`config.mk`:
```
export PLATFORM = sky130hd
export DESIGN_NAME = bounded_list_engine_unit
export DESIGN_NICKNAME = d
export VERILOG_FILES = /design/src/blen_pkg.sv /design/src/blen_ram.sv /design/src/bounded_list_engine_unit.sv
export SDC_FILE = /design/constraint.sdc
export NUM_CORES = 2
export LEC_CHECK = 0
export BUFFER_PORTS_ARGS = -buffer_cell sky130_fd_sc_hd__buf_2
export CELL_PAD_IN_SITES_DETAIL_PLACEMENT = 0
export CELL_PAD_IN_SITES_GLOBAL_PLACEMENT = 1
export CORE_MARGIN = 1.5
export CORE_UTILIZATION = 53
export CTS_BUF_LIST = sky130_fd_sc_hd__clkbuf_8 sky130_fd_sc_hd__clkbuf_16
export DETAILED_ROUTE_END_ITERATION = 12
export PLACE_DENSITY_LB_ADDON = 0.1
export SYNTH_ARGS = -nofsm -noshare
export SYNTH_HDL_FRONTEND = slang
export SYNTH_SLANG_ARGS = --single-unit
```
`constraint.sdc`:
```
create_clock -name clk -period 5.2 [get_ports clk]
set_input_delay 0 -clock clk [delete_from_list [all_inputs] [get_ports clk]]
set_output_delay 0 -clock clk [all_outputs]
set_load 0.1 [all_outputs]
```
`src/blen_pkg.sv`:
```
// shared constants and codes for the bounded list engine
package blen_pkg;

	localparam int CAPACITY   = 64;
	localparam int DATA_WIDTH = 32;
	localparam int IDX_W      = $clog2(CAPACITY);
	localparam int CNT_W      = $clog2(CAPACITY + 1);

	localparam int OPCODE_W = 3;
	localparam int INDEX_W  = 6;
	localparam int VALUE_W  = 32;
	localparam int STATUS_W = 2;
	localparam int FIDX_W   = 6;
	localparam int RVAL_W   = 32;
	localparam int LENGTH_W = 7;

	localparam int IN_FIELDS_W  = OPCODE_W + INDEX_W + VALUE_W;
	localparam int IN_TDATA_W   = ((IN_FIELDS_W + 7) / 8) * 8;
	localparam int OUT_FIELDS_W = STATUS_W + 1 + FIDX_W + RVAL_W + LENGTH_W;
	localparam int OUT_TDATA_W  = ((OUT_FIELDS_W + 7) / 8) * 8;

	typedef logic [OPCODE_W-1:0] opcode_t;
	typedef logic [STATUS_W-1:0] status_t;
	typedef logic [DATA_WIDTH-1:0] word_t;

	localparam opcode_t OP_APPEND    = 3'd0;
	localparam opcode_t OP_OVERWRITE = 3'd1;
	localparam opcode_t OP_REMOVE    = 3'd2;
	localparam opcode_t OP_READ      = 3'd3;
	localparam opcode_t OP_FIND      = 3'd4;
	localparam opcode_t OP_CLEAR     = 3'd5;

	localparam status_t ST_OK      = 2'd0;
	localparam status_t ST_FULL    = 2'd1;
	localparam status_t ST_RANGE   = 2'd2;
	localparam status_t ST_MISSING = 2'd3;

endpackage

```
`src/blen_ram.sv`:
```
// list entry storage: one write port, one registered read port
module blen_ram #(
	parameter int DEPTH = 64,
	parameter int WIDTH = 32
) (
	input  logic                     clk,
	input  logic                     we,
	input  logic [$clog2(DEPTH)-1:0] waddr,
	input  logic [WIDTH-1:0]         wdata,
	input  logic [$clog2(DEPTH)-1:0] raddr,
	output logic [WIDTH-1:0]         rdata
);

	logic [WIDTH-1:0] mem [DEPTH];

	always_ff @(posedge clk) begin
		if (we) begin
			mem[waddr] <= wdata;
		end
	end

	always_ff @(posedge clk) begin
		rdata <= mem[raddr];
	end

endmodule

```
`src/bounded_list_engine_unit.sv`:
```
// bounded list engine top: request sequencer, entry walk and result register
// append, overwrite, clear, full and index errors answer from the idle state; read goes through the read state
// find walks the entries through one compare, until a match or the end of the list
// remove adds a shift pass of one entry per cycle, up to the end of the list
// one request at a time; the next is taken once the result transfer is done
// reset clears the length and the sequencer; entry storage is not cleared
module bounded_list_engine_unit
	import blen_pkg::*;
(
	input  logic                   clk,
	input  logic                   arst_n,
	input  logic                   s_tvalid,
	output logic                   s_tready,
	input  logic [IN_TDATA_W-1:0]  s_tdata,  // opcode, index, value
	output logic                   m_tvalid,
	input  logic                   m_tready,
	output logic [OUT_TDATA_W-1:0] m_tdata   // status, found, found_index, read_value, length
);

	localparam logic [1:0] S_IDLE  = 2'd0;
	localparam logic [1:0] S_READ  = 2'd1;
	localparam logic [1:0] S_SCAN  = 2'd2;
	localparam logic [1:0] S_SHIFT = 2'd3;

	logic [1:0]       state_q;
	logic [CNT_W-1:0] count_q;
	logic [CNT_W-1:0] ptr_q;
	logic             pend_q;
	logic [CNT_W-1:0] pend_pos_q;
	opcode_t          op_q;
	word_t            value_q;

	logic                m_valid_q;
	status_t             status_q;
	logic                found_q;
	logic [FIDX_W-1:0]   fidx_q;
	logic [RVAL_W-1:0]   rval_q;
	logic [LENGTH_W-1:0] length_q;

	logic             accept;
	opcode_t          in_op;
	logic [CNT_W-1:0] in_idx;
	word_t            in_value;
	logic             in_range;

	logic             ram_we;
	logic [IDX_W-1:0] ram_waddr;
	word_t            ram_wdata;
	logic [IDX_W-1:0] ram_raddr;
	word_t            ram_rdata;

	logic             more;
	logic             hit;

	assign s_tready = (state_q == S_IDLE) && !m_valid_q;
	assign accept   = s_tvalid && s_tready;
	assign in_op    = s_tdata[OPCODE_W-1:0];
	assign in_idx   = CNT_W'(s_tdata[OPCODE_W +: INDEX_W]);
	assign in_value = DATA_WIDTH'(s_tdata[OPCODE_W+INDEX_W +: VALUE_W]);
	assign in_range = in_idx < count_q;
	assign more     = ptr_q < count_q;
	assign hit      = pend_q && (ram_rdata == value_q);

	assign m_tvalid = m_valid_q;
	assign m_tdata  = OUT_TDATA_W'({length_q, rval_q, fidx_q, found_q, status_q});

	always_comb begin
		ram_we    = 1'b0;
		ram_waddr = '0;
		ram_wdata = in_value;
		ram_raddr = ptr_q[IDX_W-1:0];
		unique case (state_q)
			S_IDLE: begin
				ram_raddr = in_idx[IDX_W-1:0];
				if (accept && in_op == OP_APPEND && count_q < CNT_W'(CAPACITY)) begin
					ram_we    = 1'b1;
					ram_waddr = count_q[IDX_W-1:0];
				end
				if (accept && in_op == OP_OVERWRITE && in_range) begin
					ram_we    = 1'b1;
					ram_waddr = in_idx[IDX_W-1:0];
				end
			end
			S_SHIFT: begin
				ram_we    = pend_q;
				ram_waddr = IDX_W'(pend_pos_q - CNT_W'(1));
				ram_wdata = ram_rdata;
			end
			default: begin
			end
		endcase
	end

	blen_ram #(
		.DEPTH(CAPACITY),
		.WIDTH(DATA_WIDTH)
	) u_ram (
		.clk  (clk),
		.we   (ram_we),
		.waddr(ram_waddr),
		.wdata(ram_wdata),
		.raddr(ram_raddr),
		.rdata(ram_rdata)
	);

	always_ff @(posedge clk or negedge arst_n) begin
		if (!arst_n) begin
			state_q    <= S_IDLE;
			count_q    <= '0;
			ptr_q      <= '0;
			pend_q     <= 1'b0;
			pend_pos_q <= '0;
			op_q       <= OP_APPEND;
			value_q    <= '0;
			m_valid_q  <= 1'b0;
			status_q   <= ST_OK;
			found_q    <= 1'b0;
			fidx_q     <= '0;
			rval_q     <= '0;
			length_q   <= '0;
		end else begin
			if (m_valid_q && m_tready) begin
				m_valid_q <= 1'b0;
			end
			unique case (state_q)
				S_IDLE: begin
					if (accept) begin
						op_q     <= in_op;
						value_q  <= in_value;
						ptr_q    <= '0;
						pend_q   <= 1'b0;
						status_q <= ST_OK;
						found_q  <= 1'b0;
						fidx_q   <= '0;
						rval_q   <= '0;
						length_q <= LENGTH_W'(count_q);
						unique case (in_op)
							OP_APPEND: begin
								m_valid_q <= 1'b1;
								if (count_q < CNT_W'(CAPACITY)) begin
									count_q  <= count_q + CNT_W'(1);
									length_q <= LENGTH_W'(count_q + CNT_W'(1));
								end else begin
									status_q <= ST_FULL;
								end
							end
							OP_OVERWRITE: begin
								m_valid_q <= 1'b1;
								if (!in_range) begin
									status_q <= ST_RANGE;
								end
							end
							OP_READ: begin
								if (in_range) begin
									state_q <= S_READ;
								end else begin
									status_q  <= ST_RANGE;
									m_valid_q <= 1'b1;
								end
							end
							OP_REMOVE, OP_FIND: begin
								state_q <= S_SCAN;
							end
							OP_CLEAR: begin
								count_q   <= '0;
								length_q  <= '0;
								m_valid_q <= 1'b1;
							end
							default: begin
								m_valid_q <= 1'b1;
							end
						endcase
					end
				end
				S_READ: begin
					rval_q    <= RVAL_W'(ram_rdata);
					m_valid_q <= 1'b1;
					state_q   <= S_IDLE;
				end
				S_SCAN: begin
					priority if (hit) begin
						found_q <= 1'b1;
						fidx_q  <= FIDX_W'(pend_pos_q);
						if (op_q == OP_FIND) begin
							m_valid_q <= 1'b1;
							state_q   <= S_IDLE;
						end else begin
							ptr_q   <= pend_pos_q + CNT_W'(1);
							pend_q  <= 1'b0;
							state_q <= S_SHIFT;
						end
					end else if (!more) begin
						status_q  <= ST_MISSING;
						pend_q    <= 1'b0;
						m_valid_q <= 1'b1;
						state_q   <= S_IDLE;
					end else begin
						ptr_q      <= ptr_q + CNT_W'(1);
						pend_q     <= 1'b1;
						pend_pos_q <= ptr_q;
					end
				end
				S_SHIFT: begin
					if (more) begin
						ptr_q      <= ptr_q + CNT_W'(1);
						pend_q     <= 1'b1;
						pend_pos_q <= ptr_q;
					end else begin
						pend_q <= 1'b0;
						if (!pend_q) begin
							count_q   <= count_q - CNT_W'(1);
							length_q  <= LENGTH_W'(count_q - CNT_W'(1));
							m_valid_q <= 1'b1;
							state_q   <= S_IDLE;
						end
					end
				end
				default: begin
					state_q <= S_IDLE;
				end
			endcase
		end
	end

`ifndef SYNTHESIS
	a_count_bound: assert property (@(posedge clk) disable iff (!arst_n)
		count_q <= CNT_W'(CAPACITY))
		else $error("list length above capacity");

	a_busy_after_accept: assert property (@(posedge clk) disable iff (!arst_n)
		accept |=> (state_q != S_IDLE) || m_valid_q)
		else $error("request accepted with no work or result");

	a_found_ok: assert property (@(posedge clk) disable iff (!arst_n)
		m_valid_q && found_q |-> status_q == ST_OK)
		else $error("match reported with error status");

	a_no_result_while_busy: assert property (@(posedge clk) disable iff (!arst_n)
		state_q != S_IDLE |-> !m_valid_q)
		else $error("result pending while sequencer busy");
`endif

endmodule
```
==> results.md <==
- Die Width: 406 µm
- Clock Latency Late Sink: 0.85 ns
- Gr usage total: 0.299
- Layout cells sized above 1: 0.130
- Clk_skew: 0.0271 ns
- DRT Pass-1 Iters: 5
- Syn Nets: 5976
- Synth async-reset ratio: 0.0463
- Cell taking the most area after synthesis: edfxtp_1
- Critical path launch point: state_q[1]
- Initial antenna violation count: 14
- Largest net degree at the start of global routing: 99
- Cells on worst reg2reg path: 11
- Top post-synthesis cells by area: edfxtp_1 (72%), mux2i_1 (5.9%), nand2_1 (5.6%)
- Synth warnings: 0
- WHS: 0.211 ns
- Number of global-route vias before repair: 50500
- Max cap viols: 0
- Reg2reg end: u_ram.rdata[17]
- Clock sink total: 2181
- Top cell type's share of synthesized area: 0.716
- CTS tree: yes
- Synth Register Bits: 2181
- Syn_area_per_cell: 14.6 µm²
- Post-Synthesis Cells: 5903
- Top post-synthesis cells by count: edfxtp_1 (2048), nand2_1 (1284), a21oi_1 (517), mux2i_1 (509), clkbuf_1 (264)
- Vias: 53100
- CP Class: flop to flop
- GRT overflow: 0
- Clock slew at reported path FFs: 0.06 ns
- Core Rows: 147
- Final setup violation count: 0
- Flop2flop setup slack: 0.77 ns
- DR top layer: met4
- Min-Delay Path Class: input pin to flop
- Worst Setup EP: u_ram.rdata[17]
- Hold Path Depth: 5
- Metal2 WL: 116000 µm
- Fill cells: 12100
- Total CTS buffers: 216
- CP Cell Sequence: inv_1 -> ha_1 -> buf_4 -> mux2i_4 -> buf_12 -> buf_4 -> mux2i_1 -> o22ai_1 -> o311ai_0 -> buf_4 -> nand4_1
- EDFF count, synth: 2048
- DRT iter0 DRCs: 6573
- Crit. End Element: flop
- Slowest CP cell: mux2i_4
- CP Data Required Time: 5.87 ns
- Dpl cell area: 91200 µm²
- Metal3 WL: 18700 µm
- Slew Limit Fails: 0
- Seq/Total Area, Yosys: 0.753
- TNS Setup: 0 ns
- Critical path's largest stage delay: 0.95 ns
- Routed len/inst: 28.5 µm
- Final ANT Viol Nets: 0
- Synth-to-layout area growth: 15.8%
- Routed WL: 247000 µm
- Met1 Wirelength: 105000 µm
- Top delay family on crit path: buffers and inverters
- Clock Path Buffers: 3
- Fin area: 99500 µm²
- Buf+Inv Stages, Crit Path: 5
- First-pass GRT wire length: 354000 µm
- Final Cycle Share: 0.852
- Mapped Area: 85900 µm²
- Synth Flop Type: edfxtp_1
- Clock Tree Root: clkbuf_16
- Peak supply drop: 0.000583 V
- I/O pin cnt: 102
- Crit path DAT: 5.10 ns
- Post-layout min period: 4.43 ns
- Slew @ Worst Pin: 1.33 ns
- Starting Density: 0.534
- Nets: 6403
- Levels on crit path: 11
- Fin. Hold Viols: 0
- Core Box Area: 161000 µm²
- Fmax: 226 MHz
- H-tree depth: 4
- Slew HR: 0.113
- Status: completed
- Die height: 406 µm
- Power Dens Cells: 530 nW/µm²
- Die Footprint: 164000 µm²
- DRC Markers: 0
- R2r startpoint: state_q[1]
- Leakage power: 35.9 nW
- Vias per cell: 6.12
- Post-CTS setup buffers: 0
- # resized after CTS: 0
- Crit-path max FO: 77
- Cell mode on critical path: buf_4
- PortBufs: 94
- HPWL Detailed: 143000 µm
- Most common cell in the netlist: edfxtp_1
- Netlist cell types: 80
- Startpoint Class: flop
- RSZ-0062 raised after global routing: no
- Routability cong.: 0.850
==> where the power goes <==
| group | internal (mW) | leakage, nW | switching (mW) |
|---|---|---|---|
| clock network | 8.29 | 3.51 | 6.52 |
| registers | 20.4 | 20.0 | 0.804 |
| logic | 5.47 | 12.4 | 11.3 |
| total | 34.1 | 35.9 | 18.6 |
==> timing repair <==
action / 4_1_cts / 5_1_grt
hold buffers: 149 / 0
hold endpoints to repair: 231 / 0
endpoints found under the setup margin: 0 / 0
==> how the worst min path moves through the flow <==
stage                           from              to  slack (ns)
after floorplan               arst_n       fidx_q[0]       -0.30
after detailed placement      arst_n         op_q[1]        0.06
after global routing      s_tdata[5]  u_ram.rdata[9]        0.19
after CTS                 s_tdata[5]  u_ram.rdata[9]        0.15
after global placement        arst_n         op_q[1]        0.06
final                     s_tdata[5]  u_ram.rdata[9]        0.21
==> cell type report <==
class                   count  area, µm²  area share
diodes                      2       5.00   0.0000503
clock buffers             237       5810      0.0584
clock inverters           163        925     0.00929
inverters                  19       71.3    0.000717
multi-input cells        3335      20300       0.204
flip-flops and latches   2181      64700       0.650
well taps                2160       2700      0.0272
repair buffers            577       5010      0.0504
==> flip-flops by register name, indices dropped and copies added, names as in the netlist <==
register     cells
rval_q          32
found_q          1
u_ram.rdata     32
fidx_q           6
status_q         2
u_ram.mem     2048
state_q          2
m_tvalid         1
ptr_q            7
op_q             3
pend_pos_q       7
pend_q           1
value_q         32
length_q         7
==> cell usage in the layout, fill, tap and decap left out, types with 6 or more instances in the layout <==
cell           synthesis  layout
buf_4                  2     293
nor2_4                 0      64
nor3_1                11      11
o22ai_1              253     253
clkinv_2               0      36
clkbuf_8               0      11
mux2_2                39      37
xor2_1                22      22
bufinv_16              0       7
and3_1                10      10
clkinv_1               0      59
o311ai_0             128     125
and2_1                 7       7
a21oi_1              517     516
buf_12                 0      42
edfxtp_1            2048    2048
o211ai_1               7       7
dfrtp_1              101     101
a22oi_1                7       7
nand2_1             1284    1284
a22o_1                33      33
inv_1                 19      71
and2_0                 6       6
a31oi_1                9       8
nand2b_1               6       6
o21ai_0               42      41
nand4_1               43      43
buf_2                 55      93
dfxtp_1               32      32
nor2_1                96      32
nand3_1               31      31
clkbuf_16              0     226
dlygate4sd3_1          0     148
nor4_1               130     130
xnor2_1               18      18
a211oi_1              11      11
ha_1                  21      20
mux2i_1              509     507
==> through the flow <==
step                power, mW  setup WS [ns]   util  cells
floorplan                31.3          0.258      -   5903
global placement         37.7          0.891  0.568   8123
detailed placement       37.8          0.850  0.568   8123
CTS                      52.8          0.828  0.619   8672
global route             54.7          0.586  0.619   8672
finish                   52.7          0.767  0.619   8674
==> worst register-to-register path, stage by stage (launching register included) <==
cell,delay (ns)
dfrtp_1,0.40
inv_1,0.14
ha_1,0.21
buf_4,0.39
mux2i_4,0.97
buf_12,0.45
buf_4,0.47
mux2i_1,0.21
o22ai_1,0.11
o311ai_0,0.53
buf_4,0.27
nand4_1,0.13
==> logic make-up after synthesis <==
family | count (synthesis) | synth area share
flip-flops | 2181 | 0.753
AND/OR/NAND/NOR | 1668 | 0.0820
AO/OA/AOI/OAI | 1058 | 0.0756
multiplexers | 548 | 0.0644
buffers and inverters | 387 | 0.0179
XOR/XNOR | 40 | 0.00408
adder cells (fa/ha/maj) | 21 | 0.00306
==> layer usage <==
| metal | GRT usage | vias up |
|---|---|---|
| met5 | 0 | - |
| met4 | 0.0979 | 0 |
| met3 | 0.0419 | 388 |
| met2 | 0.468 | 2181 |
| met1 | 0.434 | 27200 |
| li1 | - | 23300 |
No activity file was read; power rests on OpenSTA's default activity.
